$ cat src/hw/rtl/assert_macros.svh
// Assertion macros shared by the complex arithmetic unit modules.
// Each macro expects signals named clk and rst in the using module.
`ifndef ASSERT_MACROS_SVH
`define ASSERT_MACROS_SVH

// Check a property on every rising clock edge outside reset.
`define ASSERT_CLK(label, prop, msg) \
  label: assert property (@(posedge clk) disable iff (rst) prop) else $error(msg);

// Check that a condition never holds outside reset.
`define ASSERT_NEVER(label, expr, msg) \
  label: assert property (@(posedge clk) disable iff (rst) !(expr)) else $error(msg);

`endif

$ cat src/hw/rtl/cau_pkg.sv
// Shared types, constants and helper functions for the complex arithmetic unit.
// No dependencies; every other RTL file but assert_macros.svh refers to this package by scoped name.
package cau_pkg;

  localparam int WORD_BITS = 32;
  localparam int FRAC_BITS = 16;
  // Operand width actually used, product width, quotient bits, root remainder width
  localparam int WB = (WORD_BITS < 32) ? WORD_BITS : 32;
  localparam int PW = 2 * WB;
  localparam int QB = (WB > FRAC_BITS) ? WB : FRAC_BITS;
  localparam int RW = WB + 3;
  localparam int IO_W = 32;
  localparam int KIND_W = 3;
  localparam int Q_AW = 2;
  localparam int Q_DEPTH = 1 << Q_AW;

  // Operation codes on the kind port
  localparam logic [KIND_W-1:0] KIND_ADD = 3'd0;
  localparam logic [KIND_W-1:0] KIND_SUB = 3'd1;
  localparam logic [KIND_W-1:0] KIND_MUL = 3'd2;
  localparam logic [KIND_W-1:0] KIND_DIV = 3'd3;
  localparam logic [KIND_W-1:0] KIND_MAG = 3'd4;
  localparam logic [KIND_W-1:0] KIND_EQ  = 3'd5;

  typedef logic signed [WB-1:0] word_t;

  typedef enum logic [2:0] {
    OP_ADD,
    OP_SUB,
    OP_MUL,
    OP_DIV,
    OP_MAG,
    OP_EQ,
    OP_NONE
  } op_t;

  // Classified item handed from the front to the back
  typedef struct packed {
    op_t   op;
    logic  eq;
    word_t ar;
    word_t ai;
    word_t br;
    word_t bi;
  } item_t;

  // One stage of the divide / square root pipeline
  typedef struct packed {
    logic            v;
    op_t             op;
    logic            eq;
    logic            dz;
    logic            ovf;
    word_t           rr;
    word_t           ri;
    logic            sn;
    logic            tn;
    logic            sbig;
    logic            tbig;
    logic [PW-1:0]   den;
    logic [PW-1:0]   rs;
    logic [PW-1:0]   rt;
    logic [QB-1:0]   ls;
    logic [QB-1:0]   lt;
    logic [QB-1:0]   qs;
    logic [QB-1:0]   qt;
    logic [RW-1:0]   rem;
    logic [WB-1:0]   root;
  } it_t;

  typedef struct packed {
    logic  ovf;
    word_t val;
  } sat_t;

  typedef struct packed {
    logic [PW-1:0] r;
    logic          qb;
  } dstep_t;

  // Clamp a sign and magnitude to the signed word range
  function automatic sat_t saturate(input logic neg, input logic [PW-1:0] mag);
    logic [PW-1:0] lim;
    logic [PW-1:0] m;
    logic [PW-1:0] twos;
    sat_t          r;
    lim = neg ? (PW'(1) << (WB - 1)) : ((PW'(1) << (WB - 1)) - PW'(1));
    r.ovf = mag > lim;
    m = r.ovf ? lim : mag;
    twos = PW'(0) - m;
    r.val = neg ? twos[WB-1:0] : m[WB-1:0];
    return r;
  endfunction

  // One restoring divide step: shift in a numerator bit, subtract if it fits
  function automatic dstep_t div_step(input logic [PW-1:0] r, input logic nb,
                                      input logic [PW-1:0] den);
    logic [PW:0] rsh;
    logic [PW:0] dif;
    dstep_t      o;
    rsh = {r, nb};
    dif = rsh - {1'b0, den};
    o.qb = rsh >= {1'b0, den};
    o.r = o.qb ? dif[PW-1:0] : rsh[PW-1:0];
    return o;
  endfunction

endpackage

$ cat src/hw/rtl/cau_queue.sv
// Short item queue between the front and the back of the arithmetic unit.
// Depends on cau_pkg for the item type and queue depth; uses assert_macros.svh.
`include "assert_macros.svh"

module cau_queue (
  input  logic           clk,
  input  logic           rst,
  input  logic           push_valid,
  output logic           push_ready,
  input  cau_pkg::item_t push_item,
  output logic           pop_valid,
  input  logic           pop_ready,
  output cau_pkg::item_t pop_item
);

  localparam int AW = cau_pkg::Q_AW;
  localparam int DEPTH = cau_pkg::Q_DEPTH;

  cau_pkg::item_t mem [DEPTH];
  logic [AW-1:0]  wr_ptr;
  logic [AW-1:0]  rd_ptr;
  logic [AW:0]    count;
  logic           push_fire;
  logic           pop_fire;

  assign push_ready = count != (AW+1)'(DEPTH);
  assign pop_valid  = count != '0;
  assign pop_item   = mem[rd_ptr];
  assign push_fire  = push_valid && push_ready;
  assign pop_fire   = pop_valid && pop_ready;

  // Advance pointers and fill count
  always_ff @(posedge clk) begin
    if (rst) begin
      wr_ptr <= '0;
      rd_ptr <= '0;
      count  <= '0;
    end else begin
      if (push_fire) wr_ptr <= wr_ptr + 1'b1;
      if (pop_fire)  rd_ptr <= rd_ptr + 1'b1;
      if (push_fire && !pop_fire)      count <= count + 1'b1;
      else if (pop_fire && !push_fire) count <= count - 1'b1;
    end
  end

  // Store items
  always_ff @(posedge clk) begin
    if (push_fire) mem[wr_ptr] <= push_item;
  end

  `ASSERT_NEVER(a_q_over, count > (AW+1)'(DEPTH), "queue fill count beyond depth")
  `ASSERT_CLK(a_q_fill, (push_fire && !pop_fire) |=> (count == $past(count) + 1'b1), "queue count missed a push")

endmodule

$ cat config.mk
export PLATFORM = sky130hd
export DESIGN_NAME = cau_queue
export DESIGN_NICKNAME = d
export VERILOG_FILES = /design/src/hw/rtl/cau_pkg.sv /design/src/hw/rtl/cau_queue.sv
export VERILOG_INCLUDE_DIRS = /design/src /design/src/hw/rtl
export SDC_FILE = /design/constraint.sdc
export NUM_CORES = 1
export LEC_CHECK = 0
export BUFFER_PORTS_ARGS = -buffer_cell sky130_fd_sc_hd__buf_2
export CELL_PAD_IN_SITES_DETAIL_PLACEMENT = 2
export CELL_PAD_IN_SITES_GLOBAL_PLACEMENT = 2
export CORE_MARGIN = 1.5
export CORE_UTILIZATION = 45
export CTS_CLUSTER_SIZE = 30
export DETAILED_ROUTE_END_ITERATION = 16
export GPL_ROUTABILITY_DRIVEN = 0
export PLACE_DENSITY_LB_ADDON = 0.12
export SYNTH_ARGS = -nofsm -noshare
export SYNTH_HDL_FRONTEND = slang
export SYNTH_SLANG_ARGS = --single-unit
$ cat constraint.sdc
create_clock -name clk -period 5.4 [get_ports clk]
set_input_delay 0.27 -clock clk [delete_from_list [all_inputs] [get_ports clk]]
set_output_delay 0.27 -clock clk [all_outputs]
set_load 0.02 [all_outputs]
Word-level counts from Yosys, hierarchy flattened

Memories as Yosys holds them, arrays and structs flattened. A register that Yosys moved wholly into a read port is not among the register bits.
Index checks and enable logic that the tools add are counted.

Add/subtract/negate cells: 4
Multipliers: 0
Divide/modulo/power cells: 0
Order comparisons: 0
Eq/ne operators: 1
Shift-type cells: 0
Mux-type cells: 6
Bitwise logic cells: 0
Reduce and logical (&&, ||, !) cells: 8

Operators by type and width:

| kind                | number |
|---|---|
| $mux 3              | 2 |
| $add 2x1->2 const B | 2 |
| $logic_and 1x1->1   | 4 |
| $mux 2              | 2 |
| $add 3x1->3 const B | 1 |
| $ne 3x3->1 const B  | 1 |
| $reduce_bool 3->1   | 1 |
| $sub 3x1->3 const B | 1 |
| $logic_not 1->1     | 2 |
| $mux 1              | 2 |
| $reduce_bool 2->1   | 1 |

Register bits after elaboration: 7
Latch bits: 0
Bits in writable memories: 528
ROM bits: 0
Input bits: 136
Output and inout port bits: 134
Word-level logic and storage cells: 23
Memories: 1

Memories:

| name | depth | bits a word | read ports | clocked after Yosys merged registers in | write ports | RTL line        | text |
|---|---|---|---|---|---|---|---|
| mem  | 4     | 132         | 1          | 1                                       | 1           | cau_queue.sv:19 | `cau_pkg::item_t mem [DEPTH];` |

Depth between registers and ports, before layout

Word-level depth: 6
Mapped depth: 8
Mapped depth without buffers: 8

Least setup slack after synthesis

No wires, ideal clock.

Path kind: register -> register
Start point: register count[0]
End point: memory mem[0][0] (netlist bit) (enable)
Setup time: 0.507 ns
Data arrival time: 3.836 ns
Data required time: 4.893 ns
Path slack: 1.057 ns
Stages on the path, launching flop included: 4
Path buffers: 0
Period minus slack after synthesis: 4.343 ns
Path through: dfxtp_1 > nor2_1 > a21boi_2 > and2_1

Word-level cells in the longest chain between the ends: 4

Ends and longest elaborated chain:

| element                      | RTL line        | text |
|---|---|---|
| start: declaration           | cau_queue.sv:22 | `logic [AW:0] count;` |
| start signal: assignment     | cau_queue.sv:41 | `if (push_fire && !pop_fire) count <= count + 1'b1;` |
| start signal: assignment     | cau_queue.sv:42 | `else if (pop_fire && !push_fire) count <= count - 1'b1;` |
| $ne 3x3->1                   | cau_queue.sv:26 | `assign push_ready = count != (AW+1)'(DEPTH);` |
| $logic_and 1x1->1            | cau_queue.sv:29 | `assign push_fire = push_valid && push_ready;` |
| via push_fire                | cau_queue.sv:23 | `logic push_fire;` |
| $mux 1                       | cau_queue.sv:48 | `if (push_fire) mem[wr_ptr] <= push_item;` |
| $mux 1 (implied by the code) | cau_queue.sv:48 |  |
| end: declaration             | cau_queue.sv:19 |  |

The timed path passes the listed nets, and every way through them passes these cells.

==> impl_metrics.toml <==
[sta]
max-slew-margin-rel_pct = 29.2
period_share_pct = 57.1
min_period_ns = 3.08
rsz0062_at_grt = "no"
worstMarginPinSlew_ns = 1.06
maxSlewViolCount = 0
holdWs_ns = 0.138
clock.fmax_mhz = 324
skew_ns = 0.0297
hold_viol = 0
fin_setup_tns_ns = 0
setup_viol = 0

[hold_path]
hp-class = "primary input to flip-flop"
min_path_cells = 4

[power]
powerDensity_nw_per_um2 = 484
vdd_drop_max_uv = 342
clkPwrFrac_pct = 30.1
p_seq_share_pct = 44.4
p_leak_nw = 8.21
internal_power_mw = 8.28
p_switching_mw = 3.58
switching_share_pct = 30.2
fin_total_pwr_mw = 11.9
power_frac_comb_pct = 25.5

[flow_run]
maxCapViolCount = 0

[status]
outcome = "finished, final reports clean"

[clocking]
htree_levels = 2
cts_tree = "built"
cts.sinks = 537
clockBufferDepth = 3
clk_latency_ns = 0.63
numCtsBuffers = 56
hold_buffers = 133
post_cts_resized = 0
cts-root-buf = "clkbuf_16"
cts_post_setup_buffers_inserted = 0
clk_pin_slew_ns = 0.06

[worst_setup_path]
arrival_ns = 2.81
slowest_stage = "dfxtp_4"
cp.required_ns = 5.13
cpPeakStageDelay_ns = 1.01
path_class = "flip-flop to output pin"
cp-end-kind = "output pin"
start_kind = "flip-flop"
cp_max_fo = 69
ff2ff_path_depth = 4
path_cells = "buf_12 > mux4_2 > buf_2"

[global_routing]
grt_pass1_vias = 10900
grt_max_degree = 133
grt_usage_pct = 23.3
antenna_found_initial = 7
grt_pass1_wl_microns = 74400
gr-total-overflow = 0

[yosys]
async_reset_ff_share_pct = 0
syn_nets = 880
ys_types = 22
synth_area_leaders = "edfxtp_1, mux4_2, dfxtp_1, buf_6, buf_2"
yosysWarnings = 0
seq_area_frac_synth_pct = 82.2
synth_area_sq_um = 19500
synth-seq-cells = 537
synthCells = 738
synth_edf_count = 528
synth_top_area_cell = "edfxtp_1"
synth_top_area_share_pct = 81.3
ys.flop_type = "edfxtp_1"
syn_area_per_cell_sq_um = 26.4
ys_top_cells_by_count = "edfxtp_1, mux4_2, buf_2"
synth_most_common_cell = "edfxtp_1"

[die]
die_h_microns = 211
start_util_pct = 45.5
die-area_sq_um = 44600
fp.dieW_microns = 211
core-area_sq_um = 42900
ioPinCount = 270
placementRows = 76

[placed_design]
dp_hpwl_microns = 28000
portBuffers = 269
dp_cells = 1569

[detailed_routing]
wl_per_cell_microns = 28.0
firstDrtPassIters = 5
vias = 9497
drtIter0Drc = 669
routed_wirelength_microns = 50700
ant_nets = 0
via_per_inst = 5.25
drc = 0

[layout]
fin_cells = 1809
seq_area_sq_um = 16000
layout-drive-gt1-share_pct = 39.3
utilization_pct = 57.1
fin_nets = 1317
multiInputGateArea_sq_um = 3250
fillerInstances = 3569
area_growth_pct = 25.7
-- metal layers --
layer  track usage, %  wire length [microns]  share of wire (%)
met5                0                     22              0.043
met4             8.00                   1350                2.7
met3             5.17                   2970                5.9
met2             40.7                  26500                 52
met1             28.9                  19800                 39
-- flip-flops by register name (all words and copies together), names as in the netlist, named ones only --
name,flops
mem,528
count,3
rd_ptr,2
wr_ptr,2
-- per-stage QoR --
stage	area [sq um]	setup WS, ns
6_report	24500	2.32
2_1_floorplan	19500	1.06
4_1_cts	24500	2.27
3_3_place_gp	21500	2.66
3_5_place_dp	21500	2.63
5_1_grt	24500	2.19
-- final cells by class --
cell class	instances	area share (%)
inverter	3	0.0460
multi-input combinational	167	13.3
clock inverter	26	0.572
timing repair buffer	410	11.5
sequential	537	65.5
antenna	4	0.0408
tap	585	2.99
clock buffer	77	6.13
-- final timing paths --
kind,from,endpoint,slack (ns)
hold / removal,pop_ready,rd_ptr[0]$_SDFFE_PP0P_,0.14
setup reg to reg,count[0]$_SDFFE_PP0P_,mem[2][58]$_DFFE_PP_,2.65
hold reg to reg,rd_ptr[1]$_SDFFE_PP0P_,flip-flop,0.57
setup / recovery,flip-flop,pop_item[56],2.32
-- worst max-delay path: cells and delay by family, from the launching register on --
family / cells / cell delay, ns
buffers and inverters: 2 / 0.65
DFF: 1 / 1.01
muxes: 1 / 0.40
-- power groups by stage --
stage / Clock [mW] / Sequential [mW] / Combinational [mW]
4_1_cts: 3.61 / 5.26 / 3.06
2_1_floorplan: 0 / 5.26 / 2.05
6_report: 3.57 / 5.27 / 3.02
5_1_grt: 3.78 / 5.31 / 3.22
3_5_place_dp: 0 / 5.34 / 2.96
3_3_place_gp: 0 / 5.30 / 2.93
-- layout by cell type, fill, tap and decap left out, types with 3 or more instances in the layout --
master         instances
xor2_1                 4
edfxtp_1             528
buf_2                269
clkbuf_16             57
dfxtp_1                7
buf_12                 6
clkbuf_1              20
nor2_1                 8
clkinv_1              20
dlygate4sd3_1        133
diode_2                4
mux4_2               132
ha_1                   5
and2_4                 4
inv_1                  3
-- kinds of logic after synthesis --
group           count (synthesis)  share of synthesized area [%]
compound gates                  5                          0.192
xor+xnor                        4                          0.180
fa+ha+maj                       6                          0.423
buf+inv                        34                           1.14
flops                         537                           82.2
mux                           135                           15.4
simple gates                   17                          0.430
(Power assumes the default switching activity.)
