File: src/hw/rtl/assert_macros.svh
// Assertion macros shared by the complex arithmetic unit modules.
// Each macro expects signals named clk and rst in the using module.
`ifndef ASSERT_MACROS_SVH
`define ASSERT_MACROS_SVH

// Check a property on every rising clock edge outside reset.
`define ASSERT_CLK(label, prop, msg) \
  label: assert property (@(posedge clk) disable iff (rst) prop) else $error(msg);

// Check that a condition never holds outside reset.
`define ASSERT_NEVER(label, expr, msg) \
  label: assert property (@(posedge clk) disable iff (rst) !(expr)) else $error(msg);

`endif

File: src/hw/rtl/cau_pkg.sv
// Shared types, constants and helper functions for the complex arithmetic unit.
// No dependencies; every other RTL file but assert_macros.svh refers to this package by scoped name.
package cau_pkg;

  localparam int WORD_BITS = 32;
  localparam int FRAC_BITS = 16;
  // Operand width actually used, product width, quotient bits, root remainder width
  localparam int WB = (WORD_BITS < 32) ? WORD_BITS : 32;
  localparam int PW = 2 * WB;
  localparam int QB = (WB > FRAC_BITS) ? WB : FRAC_BITS;
  localparam int RW = WB + 3;
  localparam int IO_W = 32;
  localparam int KIND_W = 3;
  localparam int Q_AW = 2;
  localparam int Q_DEPTH = 1 << Q_AW;

  // Operation codes on the kind port
  localparam logic [KIND_W-1:0] KIND_ADD = 3'd0;
  localparam logic [KIND_W-1:0] KIND_SUB = 3'd1;
  localparam logic [KIND_W-1:0] KIND_MUL = 3'd2;
  localparam logic [KIND_W-1:0] KIND_DIV = 3'd3;
  localparam logic [KIND_W-1:0] KIND_MAG = 3'd4;
  localparam logic [KIND_W-1:0] KIND_EQ  = 3'd5;

  typedef logic signed [WB-1:0] word_t;

  typedef enum logic [2:0] {
    OP_ADD,
    OP_SUB,
    OP_MUL,
    OP_DIV,
    OP_MAG,
    OP_EQ,
    OP_NONE
  } op_t;

  // Classified item handed from the front to the back
  typedef struct packed {
    op_t   op;
    logic  eq;
    word_t ar;
    word_t ai;
    word_t br;
    word_t bi;
  } item_t;

  // One stage of the divide / square root pipeline
  typedef struct packed {
    logic            v;
    op_t             op;
    logic            eq;
    logic            dz;
    logic            ovf;
    word_t           rr;
    word_t           ri;
    logic            sn;
    logic            tn;
    logic            sbig;
    logic            tbig;
    logic [PW-1:0]   den;
    logic [PW-1:0]   rs;
    logic [PW-1:0]   rt;
    logic [QB-1:0]   ls;
    logic [QB-1:0]   lt;
    logic [QB-1:0]   qs;
    logic [QB-1:0]   qt;
    logic [RW-1:0]   rem;
    logic [WB-1:0]   root;
  } it_t;

  typedef struct packed {
    logic  ovf;
    word_t val;
  } sat_t;

  typedef struct packed {
    logic [PW-1:0] r;
    logic          qb;
  } dstep_t;

  // Clamp a sign and magnitude to the signed word range
  function automatic sat_t saturate(input logic neg, input logic [PW-1:0] mag);
    logic [PW-1:0] lim;
    logic [PW-1:0] m;
    logic [PW-1:0] twos;
    sat_t          r;
    lim = neg ? (PW'(1) << (WB - 1)) : ((PW'(1) << (WB - 1)) - PW'(1));
    r.ovf = mag > lim;
    m = r.ovf ? lim : mag;
    twos = PW'(0) - m;
    r.val = neg ? twos[WB-1:0] : m[WB-1:0];
    return r;
  endfunction

  // One restoring divide step: shift in a numerator bit, subtract if it fits
  function automatic dstep_t div_step(input logic [PW-1:0] r, input logic nb,
                                      input logic [PW-1:0] den);
    logic [PW:0] rsh;
    logic [PW:0] dif;
    dstep_t      o;
    rsh = {r, nb};
    dif = rsh - {1'b0, den};
    o.qb = rsh >= {1'b0, den};
    o.r = o.qb ? dif[PW-1:0] : rsh[PW-1:0];
    return o;
  endfunction

endpackage

File: src/hw/rtl/cau_front.sv
// Front end of the complex arithmetic unit: accepts items and classifies them.
// Depends on cau_pkg for the item type and operation codes.
module cau_front (
  input  logic                         in_valid,
  output logic                         in_ready,
  input  logic [cau_pkg::KIND_W-1:0]   kind,
  input  logic signed [31:0]           a_real,
  input  logic signed [31:0]           a_imag,
  input  logic signed [31:0]           b_real,
  input  logic signed [31:0]           b_imag,
  output logic                         push_valid,
  input  logic                         push_ready,
  output cau_pkg::item_t               push_item
);

  localparam int WB = cau_pkg::WB;

  // Pass the handshake straight to the queue
  assign push_valid = in_valid;
  assign in_ready   = push_ready;

  // Decode the operation and take the low word bits of each operand
  always_comb begin
    unique case (kind)
      cau_pkg::KIND_ADD: push_item.op = cau_pkg::OP_ADD;
      cau_pkg::KIND_SUB: push_item.op = cau_pkg::OP_SUB;
      cau_pkg::KIND_MUL: push_item.op = cau_pkg::OP_MUL;
      cau_pkg::KIND_DIV: push_item.op = cau_pkg::OP_DIV;
      cau_pkg::KIND_MAG: push_item.op = cau_pkg::OP_MAG;
      cau_pkg::KIND_EQ:  push_item.op = cau_pkg::OP_EQ;
      default:           push_item.op = cau_pkg::OP_NONE;
    endcase
    push_item.ar = a_real[WB-1:0];
    push_item.ai = a_imag[WB-1:0];
    push_item.br = b_real[WB-1:0];
    push_item.bi = b_imag[WB-1:0];
    push_item.eq = (a_real[WB-1:0] == b_real[WB-1:0]) &&
                   (a_imag[WB-1:0] == b_imag[WB-1:0]);
  end

endmodule

File: config.mk
export PLATFORM = sky130hd
export DESIGN_NAME = cau_front
export DESIGN_NICKNAME = d
export VERILOG_FILES = /design/src/hw/rtl/assert_macros.svh /design/src/hw/rtl/cau_pkg.sv /design/src/hw/rtl/cau_front.sv
export SDC_FILE = /design/constraint.sdc
export NUM_CORES = 1
export LEC_CHECK = 0
export BUFFER_PORTS_ARGS = -buffer_cell sky130_fd_sc_hd__buf_2
export CAP_MARGIN = 0
export CORE_AREA = 2 2 104 106
export DETAILED_ROUTE_END_ITERATION = 6
export DIE_AREA = 0 0 106 108
export GPL_ROUTABILITY_DRIVEN = 0
export GPL_TIMING_DRIVEN = 0
export PLACE_DENSITY_LB_ADDON = 0.1
export SYNTH_ARGS = -nofsm -noshare
export SYNTH_HDL_FRONTEND = slang
export SYNTH_SLANG_ARGS = --single-unit
File: constraint.sdc
create_clock -name vclk -period 1.3
set_clock_uncertainty 0.2 [all_clocks]
set_input_delay 0.13 -clock vclk [all_inputs]
set_output_delay 0.13 -clock vclk [all_outputs]
set_load 0.005 [all_outputs]
Word-level counts from Yosys, hierarchy flattened. Cells that the tools add are included.

Input bits: 133. Bits in read-only memories: 0. Bits in writable memories: 0. Register bits after elaboration: 0. Memories kept: 0. Output and inout port bits: 134. Bits in latches: 0.

Add/sub/neg operators: 0. Reduce and logical (&&, ||, !) cells: 2. Muxes and demuxes: 1. $lt $le $gt $ge: 0. Shift operators: 0. Bitwise gates (word level): 0. Eq/ne operators: 7. Div/mod/pow operators: 0. Multipliers: 0.

Operator list (number): 32-bit equality test (2); 3-bit case mux with 6 select lines (1); 3-bit by 2-bit equality test with 1-bit output, second input constant (2); 3-bit equality test, second input constant (2); 3-bit by 1-bit equality test with 1-bit output, second input constant (1); 3-bit zero test (1); 1-bit logical AND (1).

Logic depth before layout (Yosys ltp).
Word-level depth: 2. Gate-level depth with buffers: 4.

Worst setup path before layout. Ideal clock, no wire load.

Kind: input -> output. From: in b_real[10]. To: out push_item[128] in the netlist's numbering. Stages: 4. Data arrival time: 0.949 ns. Data required time: 0.970 ns. Buffers on the path: 0. Path slack: 0.021 ns. Cell sequence: xor2_1 -> nor4_1 -> nand4_1 -> nor4_2.

RTL lines: start, declared (RTL line cau_front.sv:9) `input logic signed [31:0] b_real,`; end, declared (RTL line cau_front.sv:13) `output cau_pkg::item_t push_item`.

==> flow_summary.html <==
<table>
<tr><th>Metric</th><th>Value</th></tr>
<tr><th colspan="2">Outcome</th></tr>
<tr><td>Run status</td><td>complete, but fails checks</td></tr>
<tr><td>Failing checks</td><td>setup timing</td></tr>
<tr><th colspan="2">STA</th></tr>
<tr><td>Setup TNS</td><td>-383 ps</td></tr>
<tr><td>Least setup slack across all paths after layout</td><td>-383 ps</td></tr>
<tr><td>Final cycle utilization of the critical path</td><td>1.29</td></tr>
<tr><td>Remaining max-slew budget at the tightest pin</td><td>0.807</td></tr>
<tr><td>Setup Viol. Count Final</td><td>1</td></tr>
<tr><td>Transition time at the pin with the least slew margin</td><td>287 ps</td></tr>
<tr><td>Number of hold violations in the final report</td><td>0</td></tr>
<tr><td>Final Slew Violations</td><td>0</td></tr>
<tr><td>Fmax</td><td>about 0.6 GHz</td></tr>
<tr><td>Min cycle time layout</td><td>1680 ps</td></tr>
<tr><td>RSZ-0062 raised after global routing</td><td>true</td></tr>
<tr><th colspan="2">Pwr</th></tr>
<tr><td>Switching power summed over all nets</td><td>0.389 mW</td></tr>
<tr><td>Share of total power consumed by net switching</td><td>0.383</td></tr>
<tr><td>Total power divided by cell area</td><td>about 310 mW/mm2</td></tr>
<tr><td>Worst vdd rail ir drop</td><td>0.101 mV</td></tr>
<tr><td>Internal power</td><td>about 0.63 mW</td></tr>
<tr><td>Combinational group share of total power</td><td>1.000</td></tr>
<tr><td>Clock share of power</td><td>0</td></tr>
<tr><td>Part of the total power dissipated in sequential elements</td><td>0</td></tr>
<tr><td>Final total power</td><td>1.01 mW</td></tr>
<tr><td>Cell leakage power</td><td>1.97 nW</td></tr>
<tr><th colspan="2">Setup path</th></tr>
<tr><td>Cell at the slowest stage of the critical path</td><td>sky130_fd_sc_hd__nor4_2</td></tr>
<tr><td>Critical path startpoint category</td><td>input pin</td></tr>
<tr><td>Maximum fanout along the worst path</td><td>2</td></tr>
<tr><td>Series of cell instances along the critical path</td><td>buf_6 -&gt; xor2_1 -&gt; nor4_2 -&gt; nand4_1 -&gt; nor4_2 -&gt; buf_2</td></tr>
<tr><td>Delay of the slowest cell on the worst path</td><td>around 340 ps</td></tr>
<tr><td>Cell family contributing the most delay on the critical path</td><td>simple AND/OR/NAND/NOR gates</td></tr>
<tr><td>Critical Path Stages</td><td>6</td></tr>
<tr><td>Count of buffer and inverter cells on the critical path</td><td>2</td></tr>
<tr><td>Most used cell along the critical path</td><td>sky130_fd_sc_hd__nor4_2</td></tr>
<tr><td>Worst setup EP type</td><td>output port</td></tr>
<tr><td>Start-to-end type of the worst setup path</td><td>in -&gt; out</td></tr>
<tr><td>Signal arrival time at the worst endpoint</td><td>1350 ps</td></tr>
<tr><td>Worst EP required</td><td>slightly below 1000 ps</td></tr>
<tr><th colspan="2">Logic synthesis</th></tr>
<tr><td>Synthesized area per cell</td><td>7.75 um2</td></tr>
<tr><td>Syn Inst Count</td><td>218</td></tr>
<tr><td>Total of warnings raised by yosys</td><td>0</td></tr>
<tr><td>Net count of the mapped netlist</td><td>351</td></tr>
<tr><td>Unique cell type count in the Yosys netlist</td><td>7</td></tr>
<tr><td>Proportion of synthesized chip area in sequential cells</td><td>0</td></tr>
<tr><td>Cell area after synthesis</td><td>0.00169 mm2</td></tr>
<tr><th colspan="2">Hold path</th></tr>
<tr><td>Source of the worst hold timing path</td><td>push_ready</td></tr>
<tr><td>Cell count of the worst hold path</td><td>2</td></tr>
<tr><td>Worst Hold End</td><td>in_ready</td></tr>
<tr><td>Worst min path class</td><td>in -&gt; out</td></tr>
<tr><th colspan="2">Job</th></tr>
<tr><td>Max-capacitance violation count</td><td>0</td></tr>
<tr><th colspan="2">Finish</th></tr>
<tr><td># clk buffers</td><td>0</td></tr>
<tr><td>Fill cells</td><td>1116</td></tr>
<tr><td>Area grow syn2layout</td><td>94.2%</td></tr>
<tr><td>Number of inserted diodes</td><td>0</td></tr>
<tr><td>Final sequential cell count</td><td>0</td></tr>
<tr><td>Utilization of the core after routing</td><td>0.321</td></tr>
<tr><td>Layout cells sized above 1</td><td>0.839</td></tr>
<tr><td>Cell Count, Final, Fillers Out</td><td>619</td></tr>
<tr><td>Net count of the finished layout</td><td>618</td></tr>
<tr><td>Register area</td><td>0 um2</td></tr>
<tr><th colspan="2">Global routing</th></tr>
<tr><td>Wire length of the first global-routing pass</td><td>9470 um</td></tr>
<tr><td>Total global routing overflow</td><td>0</td></tr>
<tr><td>Largest net degree at the start of global routing</td><td>3</td></tr>
<tr><td>GRT Resource Usage Total</td><td>0.103</td></tr>
<tr><td>Via count of the first global-routing pass</td><td>2015</td></tr>
<tr><td>Number of antenna violations at the first check in global routing</td><td>0</td></tr>
<tr><th colspan="2">Floorplanning</th></tr>
<tr><td>Width of the chip</td><td>106 um</td></tr>
<tr><td>Die area</td><td>between 0.01 and 0.015 mm2</td></tr>
<tr><td>Core region area</td><td>0.0102 mm2</td></tr>
<tr><td>Chip Height</td><td>108 um</td></tr>
<tr><td>Initial core utilization</td><td>0.165</td></tr>
<tr><td>Number of placement rows</td><td>37</td></tr>
<tr><td>Number of ports placed on the die boundary</td><td>267</td></tr>
<tr><th colspan="2">Routing</th></tr>
<tr><td>Number of optimization iterations in the first detailed-route pass</td><td>4</td></tr>
<tr><td>Routed wire length</td><td>between 6000 and 7000 um</td></tr>
<tr><td>ANT nets after route</td><td>0</td></tr>
<tr><td>Number of design rule violations left after detail routing</td><td>0</td></tr>
<tr><td>Number of vias per cell after detailed routing</td><td>3.49</td></tr>
<tr><td>DR vias</td><td>2158</td></tr>
<tr><td>Violation count after the first detailed-routing iteration</td><td>39</td></tr>
<tr><td>Post-DR wirelength/cell</td><td>around 11 um</td></tr>
<tr><th colspan="2">Clock tree</th></tr>
<tr><td>Count of hold buffers inserted by post-cts repair</td><td>0</td></tr>
<tr><th colspan="2">Placement</th></tr>
<tr><td>Hpwl dp</td><td>6540 um</td></tr>
<tr><td>Port Buffer Count</td><td>265</td></tr>
<tr><td>Cell count after placement</td><td>619</td></tr>
</table>
power groups by stage:
stage	registers [mW]	logic, mW	clock network [mW]
2_1_floorplan	0	0.468	0
3_3_place_gp	0	0.993	0
3_5_place_dp	0	0.992	0
4_1_cts	0	1.03	0
5_1_grt	0	1.11	0
6_report	0	1.01	0
Yosys cell counts:
master,count,area (um2)
sky130_fd_sc_hd__nand4_1,4,25.0
sky130_fd_sc_hd__nor4_2,1,12.5
sky130_fd_sc_hd__buf_4,130,976
sky130_fd_sc_hd__clkbuf_1,2,7.51
sky130_fd_sc_hd__nor4_1,16,100
sky130_fd_sc_hd__xor2_1,64,561
sky130_fd_sc_hd__a21boi_0,1,7.51
cell type report:
type	count	area [um2]	area share
tap	136	170	0.0519
timing repair buffer	265	1360	0.416
multi-input combinational	86	763	0.233
buffer	132	983	0.300
through the flow:
step                      setup slack [ps]  cell area (um2)  hold slack (ps)
after floorplan                       20.8             1690              136
after global placement                -494             3190              229
after detailed placement              -519             3190              228
after CTS                             -412             3260              229
after global routing                  -454             3280              234
final                                 -383             3280              227
how the worst max path moves through the flow:
stage / startpoint / slack [ps] / end
after CTS: a_imag[1] / -410 / push_item[128]
after global placement: b_imag[29] / -490 / push_item[128]
after floorplan: b_real[10] / 20 / push_item[128]
after global routing: a_imag[22] / -450 / push_item[128]
final: a_real[30] / -380 / push_item[128]
after detailed placement: b_imag[29] / -520 / push_item[128]
layer usage:
| metal | share of wire | up-vias | GRT usage |
|---|---|---|---|
| met4 | 0 | 0 | 0 |
| met3 | 0.10 | 0 | 0.0217 |
| met5 | 0 | - | 0 |
| met1 | 0.31 | 919 | 0.0945 |
| li1 | - | 1101 | - |
| met2 | 0.59 | 138 | 0.236 |
repair_timing:
action                                  in CTS  in global routing
pin swaps                                   14                  1
endpoints found under the hold margin        0                  0
cloned                                       0                  0
resized for setup                           13                  3
endpoints found under the setup margin       1                  1
buffers inserted                             0                  0
cell families (layout without fill, tap and decap cells):
logic type,after synthesis,after routing,synth area share
AO/OA/AOI/OAI,1,1,0.00445
XOR/XNOR,64,64,0.332
buffers and inverters,132,397,0.582
AND/OR/NAND/NOR,21,21,0.0815
placed cells by master (no fill, tap or decap):
cell type,netlist,final
sky130_fd_sc_hd__buf_2,0,259
sky130_fd_sc_hd__buf_4,130,130
sky130_fd_sc_hd__xor2_1,64,63
sky130_fd_sc_hd__nor4_2,1,9
sky130_fd_sc_hd__nor4_1,16,8
sky130_fd_sc_hd__buf_6,0,6
sky130_fd_sc_hd__nand4_1,4,4
sky130_fd_sc_hd__clkbuf_1,2,2
sky130_fd_sc_hd__a21boi_0,1,1
sky130_fd_sc_hd__xor2_2,0,1
Note: power is estimated with default switching activity, not from simulation.
